===== src/hdl/tfr_pkg.sv =====
// Types, constants and helper functions for the telemetry frame receiver.
// No dependencies.
`timescale 1ns / 1ps

package tfr_pkg;

    typedef enum logic [2:0] {
        PH_WAIT,
        PH_LEN,
        PH_TYPE,
        PH_DATA,
        PH_CRCH,
        PH_CRCL
    } t_phase;

    localparam logic [7:0]  START_BYTE      = 8'h02;
    localparam logic [7:0]  TYPE_GET_VALUES = 8'h04;
    localparam logic [7:0]  FAULT_OFFSET    = 8'd52;
    localparam int          RPM_OFFSET      = 22;
    localparam int          VOLT_OFFSET     = 26;
    localparam int          CONS_OFFSET     = 28;
    localparam int          SHADOW_DEPTH    = 32;
    localparam int          SHADOW_AW       = $clog2(SHADOW_DEPTH);
    localparam logic [15:0] CRC_POLY        = 16'h1021;

    typedef struct packed {
        logic        frame_end;
        logic        crc_match;
        logic [7:0]  packet_type;
        logic [15:0] fet_temperature;
        logic [15:0] motor_temperature;
        logic [30:0] motor_current_mag;
        logic [30:0] input_current_mag;
        logic [30:0] rpm_mag;
        logic [15:0] supply_voltage;
        logic [31:0] charge_consumed;
        logic [7:0]  fault_code;
        logic [15:0] good_packet_count;
    } t_result;

    // CRC16-CCITT, MSB first, one byte per call
    function automatic logic [15:0] crc16_step(input logic [15:0] crc, input logic [7:0] b);
        logic [15:0] c;
        c = crc ^ {b, 8'h00};
        for (int i = 0; i < 8; i++) begin
            c = c[15] ? ({c[14:0], 1'b0} ^ CRC_POLY) : {c[14:0], 1'b0};
        end
        return c;
    endfunction

    // Magnitude of a two's complement word; the most negative value saturates
    function automatic logic [30:0] mag31(input logic [31:0] v);
        logic [31:0] m;
        m = ~v + 32'd1;
        if (!v[31]) begin
            return v[30:0];
        end
        return m[31] ? {31{1'b1}} : m[30:0];
    endfunction

endpackage


===== src/hdl/telemetry_frame_receiver.sv =====
// Framed serial packet parser with CRC16-CCITT check and telemetry latch.
// Depends on tfr_pkg.
`timescale 1ns / 1ps

// Usage:
// Input channel (i_valid / o_ready / i_rx_byte) carries one received serial byte per
// transaction. The parser hunts for the start byte, then reads length, type, payload
// and a big-endian CRC16 computed over type and payload.
// Output channel (o_valid / i_ready / o_*) returns exactly one result per input byte:
// frame_end and crc_match flag the final CRC byte, the other fields show the frame
// type, the latched telemetry of the last good get-values frame and the good packet
// count, all as they stand after that byte.
// Each accepted byte's result is registered: into the output register, or into the skid register while it stalls.
// Throughput: one byte per cycle while o_ready is high; the parse step, CRC byte update
// and field latch all sit between the parser state registers and the result register.
// A two-entry output stage (result register plus skid register) keeps o_ready
// registered; when the receiver stalls, one more byte is taken into the skid
// register and then o_ready drops until the receiver takes the waiting result.
// Reset (synchronous, active low) returns the parser to hunting, clears the
// telemetry fields, the counter and both output entries. Payload shadow bytes are
// not cleared; fields of a short get-values frame read whatever earlier frames left.
module telemetry_frame_receiver (
    input  logic        i_clk,
    input  logic        i_rst_n,
    input  logic        i_valid,
    output logic        o_ready,
    input  logic [7:0]  i_rx_byte,
    output logic        o_valid,
    input  logic        i_ready,
    output logic        o_frame_end,
    output logic        o_crc_match,
    output logic [7:0]  o_packet_type,
    output logic [15:0] o_fet_temperature,
    output logic [15:0] o_motor_temperature,
    output logic [30:0] o_motor_current_mag,
    output logic [30:0] o_input_current_mag,
    output logic [30:0] o_rpm_mag,
    output logic [15:0] o_supply_voltage,
    output logic [31:0] o_charge_consumed,
    output logic [7:0]  o_fault_code,
    output logic [15:0] o_good_packet_count
);
    import tfr_pkg::*;

    // parser state
    t_phase      r_phase, n_phase;
    logic [7:0]  r_remaining, n_remaining;
    logic [7:0]  r_index, n_index;
    logic [15:0] r_crc, n_crc;
    logic [7:0]  r_crc_hi, n_crc_hi;
    logic [7:0]  r_type, n_type;
    logic [15:0] r_count, n_count;

    // latched telemetry
    logic [15:0] r_fet, n_fet;
    logic [15:0] r_motor_t, n_motor_t;
    logic [30:0] r_motor_i, n_motor_i;
    logic [30:0] r_input_i, n_input_i;
    logic [30:0] r_rpm, n_rpm;
    logic [15:0] r_volt, n_volt;
    logic [31:0] r_cons, n_cons;
    logic [7:0]  r_fault, n_fault;

    // payload shadow, no reset
    logic [7:0]  r_shadow [SHADOW_DEPTH];
    logic [7:0]  r_fault_shadow;

    // output stage
    logic        r_out_valid;
    t_result     r_out;
    logic        r_skid_valid;
    t_result     r_skid;

    logic        accept_in;
    logic        take_out;
    logic [7:0]  rem_dec;
    logic [7:0]  rem_minus;
    logic        crc_ok;
    logic        do_latch;
    t_result     new_result;

    assign o_ready   = !r_skid_valid;
    assign accept_in = i_valid && o_ready;
    assign take_out  = r_out_valid && i_ready;

    assign rem_dec   = (r_remaining != 8'd0) ? (r_remaining - 8'd1) : 8'd0;
    assign rem_minus = r_remaining - 8'd1;
    assign crc_ok    = (r_phase == PH_CRCL) && (r_crc == {r_crc_hi, i_rx_byte});
    assign do_latch  = crc_ok && (r_type == TYPE_GET_VALUES);

    // next phase
    always_comb begin
        unique case (r_phase)
            PH_WAIT: n_phase = (i_rx_byte == START_BYTE) ? PH_LEN : PH_WAIT;
            PH_LEN:  n_phase = PH_TYPE;
            PH_TYPE: n_phase = (rem_dec == 8'd0) ? PH_CRCH : PH_DATA;
            PH_DATA: n_phase = (rem_minus == 8'd0) ? PH_CRCH : PH_DATA;
            PH_CRCH: n_phase = PH_CRCL;
            PH_CRCL: n_phase = PH_WAIT;
            default: n_phase = PH_WAIT;
        endcase
    end

    // parser datapath
    always_comb begin
        n_remaining = r_remaining;
        n_index     = r_index;
        n_crc       = r_crc;
        n_crc_hi    = r_crc_hi;
        n_type      = r_type;
        unique case (r_phase)
            PH_LEN: begin
                n_remaining = i_rx_byte;
                n_crc       = 16'h0000;
            end
            PH_TYPE: begin
                n_remaining = rem_dec;
                n_crc       = crc16_step(r_crc, i_rx_byte);
                n_type      = i_rx_byte;
                n_index     = 8'd0;
            end
            PH_DATA: begin
                n_remaining = rem_minus;
                n_crc       = crc16_step(r_crc, i_rx_byte);
                n_index     = r_index + 8'd1;
            end
            PH_CRCH: begin
                n_crc_hi = i_rx_byte;
            end
            default: begin
                n_crc_hi = r_crc_hi;
            end
        endcase
    end

    // telemetry latch and good packet count
    always_comb begin
        n_fet     = r_fet;
        n_motor_t = r_motor_t;
        n_motor_i = r_motor_i;
        n_input_i = r_input_i;
        n_rpm     = r_rpm;
        n_volt    = r_volt;
        n_cons    = r_cons;
        n_fault   = r_fault;
        n_count   = crc_ok ? (r_count + 16'd1) : r_count;
        if (do_latch) begin
            n_fet     = {r_shadow[0], r_shadow[1]};
            n_motor_t = {r_shadow[2], r_shadow[3]};
            n_motor_i = mag31({r_shadow[4], r_shadow[5], r_shadow[6], r_shadow[7]});
            n_input_i = mag31({r_shadow[8], r_shadow[9], r_shadow[10], r_shadow[11]});
            n_rpm     = mag31({r_shadow[RPM_OFFSET],     r_shadow[RPM_OFFSET + 1],
                               r_shadow[RPM_OFFSET + 2], r_shadow[RPM_OFFSET + 3]});
            n_volt    = {r_shadow[VOLT_OFFSET], r_shadow[VOLT_OFFSET + 1]};
            n_cons    = {r_shadow[CONS_OFFSET],     r_shadow[CONS_OFFSET + 1],
                         r_shadow[CONS_OFFSET + 2], r_shadow[CONS_OFFSET + 3]};
            n_fault   = r_fault_shadow;
        end
    end

    always_comb begin
        new_result.frame_end         = (r_phase == PH_CRCL);
        new_result.crc_match         = crc_ok;
        new_result.packet_type       = n_type;
        new_result.fet_temperature   = n_fet;
        new_result.motor_temperature = n_motor_t;
        new_result.motor_current_mag = n_motor_i;
        new_result.input_current_mag = n_input_i;
        new_result.rpm_mag           = n_rpm;
        new_result.supply_voltage    = n_volt;
        new_result.charge_consumed   = n_cons;
        new_result.fault_code        = n_fault;
        new_result.good_packet_count = n_count;
    end

    always_ff @(posedge i_clk) begin
        if (!i_rst_n) begin
            r_phase     <= PH_WAIT;
            r_remaining <= 8'd0;
            r_index     <= 8'd0;
            r_crc       <= 16'h0000;
            r_crc_hi    <= 8'd0;
            r_type      <= 8'd0;
            r_count     <= 16'd0;
            r_fet       <= 16'd0;
            r_motor_t   <= 16'd0;
            r_motor_i   <= 31'd0;
            r_input_i   <= 31'd0;
            r_rpm       <= 31'd0;
            r_volt      <= 16'd0;
            r_cons      <= 32'd0;
            r_fault     <= 8'd0;
        end else if (accept_in) begin
            r_phase     <= n_phase;
            r_remaining <= n_remaining;
            r_index     <= n_index;
            r_crc       <= n_crc;
            r_crc_hi    <= n_crc_hi;
            r_type      <= n_type;
            r_count     <= n_count;
            r_fet       <= n_fet;
            r_motor_t   <= n_motor_t;
            r_motor_i   <= n_motor_i;
            r_input_i   <= n_input_i;
            r_rpm       <= n_rpm;
            r_volt      <= n_volt;
            r_cons      <= n_cons;
            r_fault     <= n_fault;
        end
    end

    // keep payload offsets 0 to 31 and the fault code offset; not every kept offset feeds a field
    always_ff @(posedge i_clk) begin
        if (accept_in && (r_phase == PH_DATA)) begin
            if (r_index < 8'(SHADOW_DEPTH)) begin
                r_shadow[r_index[SHADOW_AW-1:0]] <= i_rx_byte;
            end else if (r_index == FAULT_OFFSET) begin
                r_fault_shadow <= i_rx_byte;
            end
        end
    end

    // output register with skid entry
    always_ff @(posedge i_clk) begin
        if (!i_rst_n) begin
            r_out_valid  <= 1'b0;
            r_skid_valid <= 1'b0;
        end else if (take_out || !r_out_valid) begin
            if (r_skid_valid) begin
                r_out_valid  <= 1'b1;
                r_skid_valid <= 1'b0;
            end else begin
                r_out_valid  <= accept_in;
            end
        end else if (accept_in) begin
            r_skid_valid <= 1'b1;
        end
    end

    always_ff @(posedge i_clk) begin
        if (take_out || !r_out_valid) begin
            if (r_skid_valid) begin
                r_out <= r_skid;
            end else if (accept_in) begin
                r_out <= new_result;
            end
        end else if (accept_in) begin
            r_skid <= new_result;
        end
    end

    assign o_valid             = r_out_valid;
    assign o_frame_end         = r_out.frame_end;
    assign o_crc_match         = r_out.crc_match;
    assign o_packet_type       = r_out.packet_type;
    assign o_fet_temperature   = r_out.fet_temperature;
    assign o_motor_temperature = r_out.motor_temperature;
    assign o_motor_current_mag = r_out.motor_current_mag;
    assign o_input_current_mag = r_out.input_current_mag;
    assign o_rpm_mag           = r_out.rpm_mag;
    assign o_supply_voltage    = r_out.supply_voltage;
    assign o_charge_consumed   = r_out.charge_consumed;
    assign o_fault_code        = r_out.fault_code;
    assign o_good_packet_count = r_out.good_packet_count;

endmodule


===== config.mk =====
export PLATFORM = sky130hd
export DESIGN_NAME = telemetry_frame_receiver
export DESIGN_NICKNAME = d
export VERILOG_FILES = /design/src/hdl/tfr_pkg.sv /design/src/hdl/telemetry_frame_receiver.sv
export SDC_FILE = /design/constraint.sdc
export NUM_CORES = 1
export LEC_CHECK = 0
export ABC_AREA = 1
export BUFFER_PORTS_ARGS = -buffer_cell sky130_fd_sc_hd__buf_2
export CORE_MARGIN = 10
export CORE_UTILIZATION = 55
export CTS_CLUSTER_SIZE = 16
export DETAILED_ROUTE_END_ITERATION = 7
export PLACE_DENSITY_LB_ADDON = 0.2
export REMOVE_ABC_BUFFERS = 1
export SYNTH_ARGS = -nofsm -noshare
export SYNTH_HDL_FRONTEND = slang
export SYNTH_SLANG_ARGS = --single-unit

===== constraint.sdc =====
create_clock -name i_clk -period 13.3 [get_ports i_clk]
set_input_delay 3.99 -clock i_clk [delete_from_list [all_inputs] [get_ports i_clk]]
set_output_delay 3.99 -clock i_clk [all_outputs]
set_load 0.01 [all_outputs]

==> impl_metrics.csv <==
group,metric,value,unit
die,pin_count,221,
critical_path,r2r_slack,9.71,ns
run,cap_violations,0,
routing,routed_wl,85800,um
place,gp_congestion,0.898,
synthesis,synth_top_area_frac,0.494,
critical_path,start_kind,"primary input",
status,outcome,"finished, final reports clean",
pwr,p_int,4.50,mW
die,rows,94,
critical_path,critPathKind,"in2reg",
timing,maxSlewViolCount,0,
grt,antenna_found_initial,1,
place,detailed_place_hpwl,53000,um
timing,hold_ws,0.473,ns
pwr,powerDensity,141,nW/um^2
clock_network,cts_root_buf,"clkbuf_16",
pwr,ir_worst_vdd,119,uV
timing,layout_setup_ws,6.52,ns
synthesis,synth.most_common_cell,"nand2_1",
routing,drt-initial-drc-count,2141,
die,start_util,0.554,
place,port_buffers,220,
final_layout,nNetsFinal,3907,
pwr,pwr-share-clk,0.420,
synthesis,synth_commonest_cells,"nand2_1, edfxtp_1, inv_1, o21ai_0, a21oi_1",
critical_path,r2r_end,"r_skid[130]$_DFFE_PP_",
clock_network,cts_made_buffers,86,
timing,slew_headroom,0.183,
synthesis,synth_area_leaders,"edfxtp_1, dfxtp_1, nand2_1",
routing,final_antenna_net_count,0,
critical_path,cp-end-kind,"flop",
clock_network,clk_pin_slew,0.06,ns
die,core,65600,um^2
pwr,swShare,0.224,
grt,grt_pass1_vias,24800,
synthesis,synth_ff_type,"edfxtp_1",
timing,setup_violations,0,
clock_network,cts_tree,"yes",
die,die_h,277,um
final_layout,final_cells,4820,
pwr,p_sw,1.30,mW
critical_path,worst_ep_arrival_time,7.11,ns
critical_path,required,13.63,ns
routing,drcViolationCount,0,
routing,wire_per_inst,17.8,um
pwr,p_leak,16.8,nW
timing,worst_slew_pin_slew,1.22,ns
clock_network,holdBufCountCts,0,
clock_network,post_cts_resized,0,
timing,rsz0062_at_grt,"false",
synthesis,synth_edf_count,598,
synthesis,yosysWarnings,0,
timing,fmax,148,MHz
synthesis,synth_area,36300,um^2
pwr,power_frac_seq,0.519,
synthesis,synth_cell_types,45,
final_layout,antenna_cells,0,
critical_path,reg2reg_depth,5,
min_path,worstHoldPathCells,2,
synthesis,async_flop_share,0,
place,preCtsSetupSlack,5.97,ns
clock_network,post_cts_buffers,0,
min_path,holdCritStartpoint,"r_index[7]$_SDFFE_PN0P_",
synthesis,avgSynthCellArea,9.78,um^2
final_layout,post_route_cells_drive_above_1_share,0.139,
clock_network,clk_path_buf_depth,3,
grt,overflow,0,
clock_network,htree_levels,3,
grt,grt_max_degree,214,
min_path,hp-class,"reg2reg",
grt,grt_pass1_wl,137000,um
clock_network,cts.sinks,848,
timing,clock_skew,0.0221,ns
clock_network,insertion_delay,0.63,ns
timing,hold_viol,0,
synthesis,postSynthCellCount,3714,
timing,fin_crit_sh,0.509,
routing,via_per_inst,5.35,
place,dp_cells,4660,
synthesis,ys_seq_elements,848,
grt,grt_usage,0.219,
die,die_w,277,um
synthesis,yosysSeqAreaShare,0.632,
routing,vias,25800,
die,die_area,76700,um^2
min_path,holdPathEnd,"r_index[7]$_SDFFE_PN0P_",
synthesis,yosys.area.top_type,"edfxtp_1",
critical_path,path_max_fanout,45,
routing,dr.pass1.iters,5,
timing,min_period,6.78,ns
pwr,combPwrFrac,0.061,
critical_path,r2r-start,"r_skid_valid$_SDFFE_PP0P_",
final_layout,synthToLayoutAreaGrowth,12.7,%
## how the worst max path moves through the flow
stage,from,to,depth (start not counted)
2_1_floorplan,r_skid_valid$_SDFFE_PP0P_,r_skid[0]$_DFFE_PP_,3
3_3_place_gp,i_rx_byte[4],o_charge_consumed[18]$_DFFE_PP_,13
3_5_place_dp,i_rx_byte[4],o_charge_consumed[18]$_DFFE_PP_,13
4_1_cts,i_rx_byte[4],o_charge_consumed[18]$_DFFE_PP_,13
5_1_grt,i_rx_byte[3],o_motor_current_mag[0]$_DFFE_PP_,13
6_report,i_rx_byte[6],o_motor_current_mag[0]$_DFFE_PP_,13
## worst max-delay path, stage by stage
cell	delay (ns)
buf_2	0.07
buf_4	0.48
inv_1	0.12
nand2_1	0.09
nand2_1	0.06
nor2_1	0.11
nand2_1	0.06
nor2_1	0.14
nand3_2	0.23
nor2_4	0.96
nand2_1	0.28
o21ai_1	0.34
o21ai_0	0.14
## routing by layer
layer  up-vias  GRT usage  part of all wire
li1      12800          -                 -
met1     12200      0.291              0.44
met2       695      0.366              0.48
met3       118     0.0355             0.061
met4         0     0.0626             0.020
met5         -          0                 0
## sequential cells by signal, summed over array words and instances (netlist names), 31 cells and up
register and count:
o_rpm_mag 31, r_input_i 31, o_motor_current_mag 31, o_charge_consumed 32
r_skid 207, r_cons 32, r_rpm 31, r_motor_i 31
o_input_current_mag 31, r_shadow 176
## cell type report
| type | instances | area, um^2 |
|---|---|---|
| clock buffers | 116 | 2470 |
| clock inverters | 44 | 392 |
| fillers | 5462 | 24700 |
| inverters | 437 | 1640 |
| multi-input cells | 2256 | 11000 |
| flip-flops and latches | 848 | 23000 |
| well taps | 864 | 1080 |
| repair buffers | 255 | 1390 |
## cells in the final DEF, fill, tap and decap left out, types with 53 or more instances in the layout
| cell | instances |
|---|---|
| o21ai_1 | 182 |
| o21ai_0 | 320 |
| buf_2 | 219 |
| inv_1 | 429 |
| clkbuf_16 | 91 |
| o21ai_2 | 53 |
| nand3_1 | 165 |
| or2_2 | 85 |
| a21oi_1 | 254 |
| nand2_1 | 737 |
| edfxtp_1 | 598 |
| nor2_1 | 225 |
| dfxtp_1 | 249 |
## stage by stage
step	TNS (ns)	area, um^2	total power [mW]	util
finish	0	40900	5.79	0.624
global route	0	40900	6.00	0.624
CTS	0	40900	5.84	0.624
detailed placement	0	38100	3.42	0.580
global placement	0	38100	3.41	0.580
floorplan	-2044.59	35600	3.29	-
## logic make-up after synthesis
| logic type | after synthesis | share of synthesized area |
|---|---|---|
| AOI/OAI and AO/OA | 839 | 0.123 |
| buffers and inverters | 610 | 0.0657 |
| DFF | 848 | 0.632 |
| and+or+nand+nor | 1336 | 0.159 |
| adders and majority gates | 11 | 0.00379 |
| xor gates and xnor gates | 70 | 0.0169 |
## power groups by stage
stage / Clock, mW / Combinational, mW / Sequential [mW]
after floorplan: 0 / 0.182 / 3.10
after global placement: 0 / 0.350 / 3.06
after detailed placement: 0 / 0.359 / 3.06
after CTS: 2.47 / 0.361 / 3.01
after global routing: 2.58 / 0.400 / 3.02
final: 2.43 / 0.354 / 3.01
(Power assumes the default switching activity.)
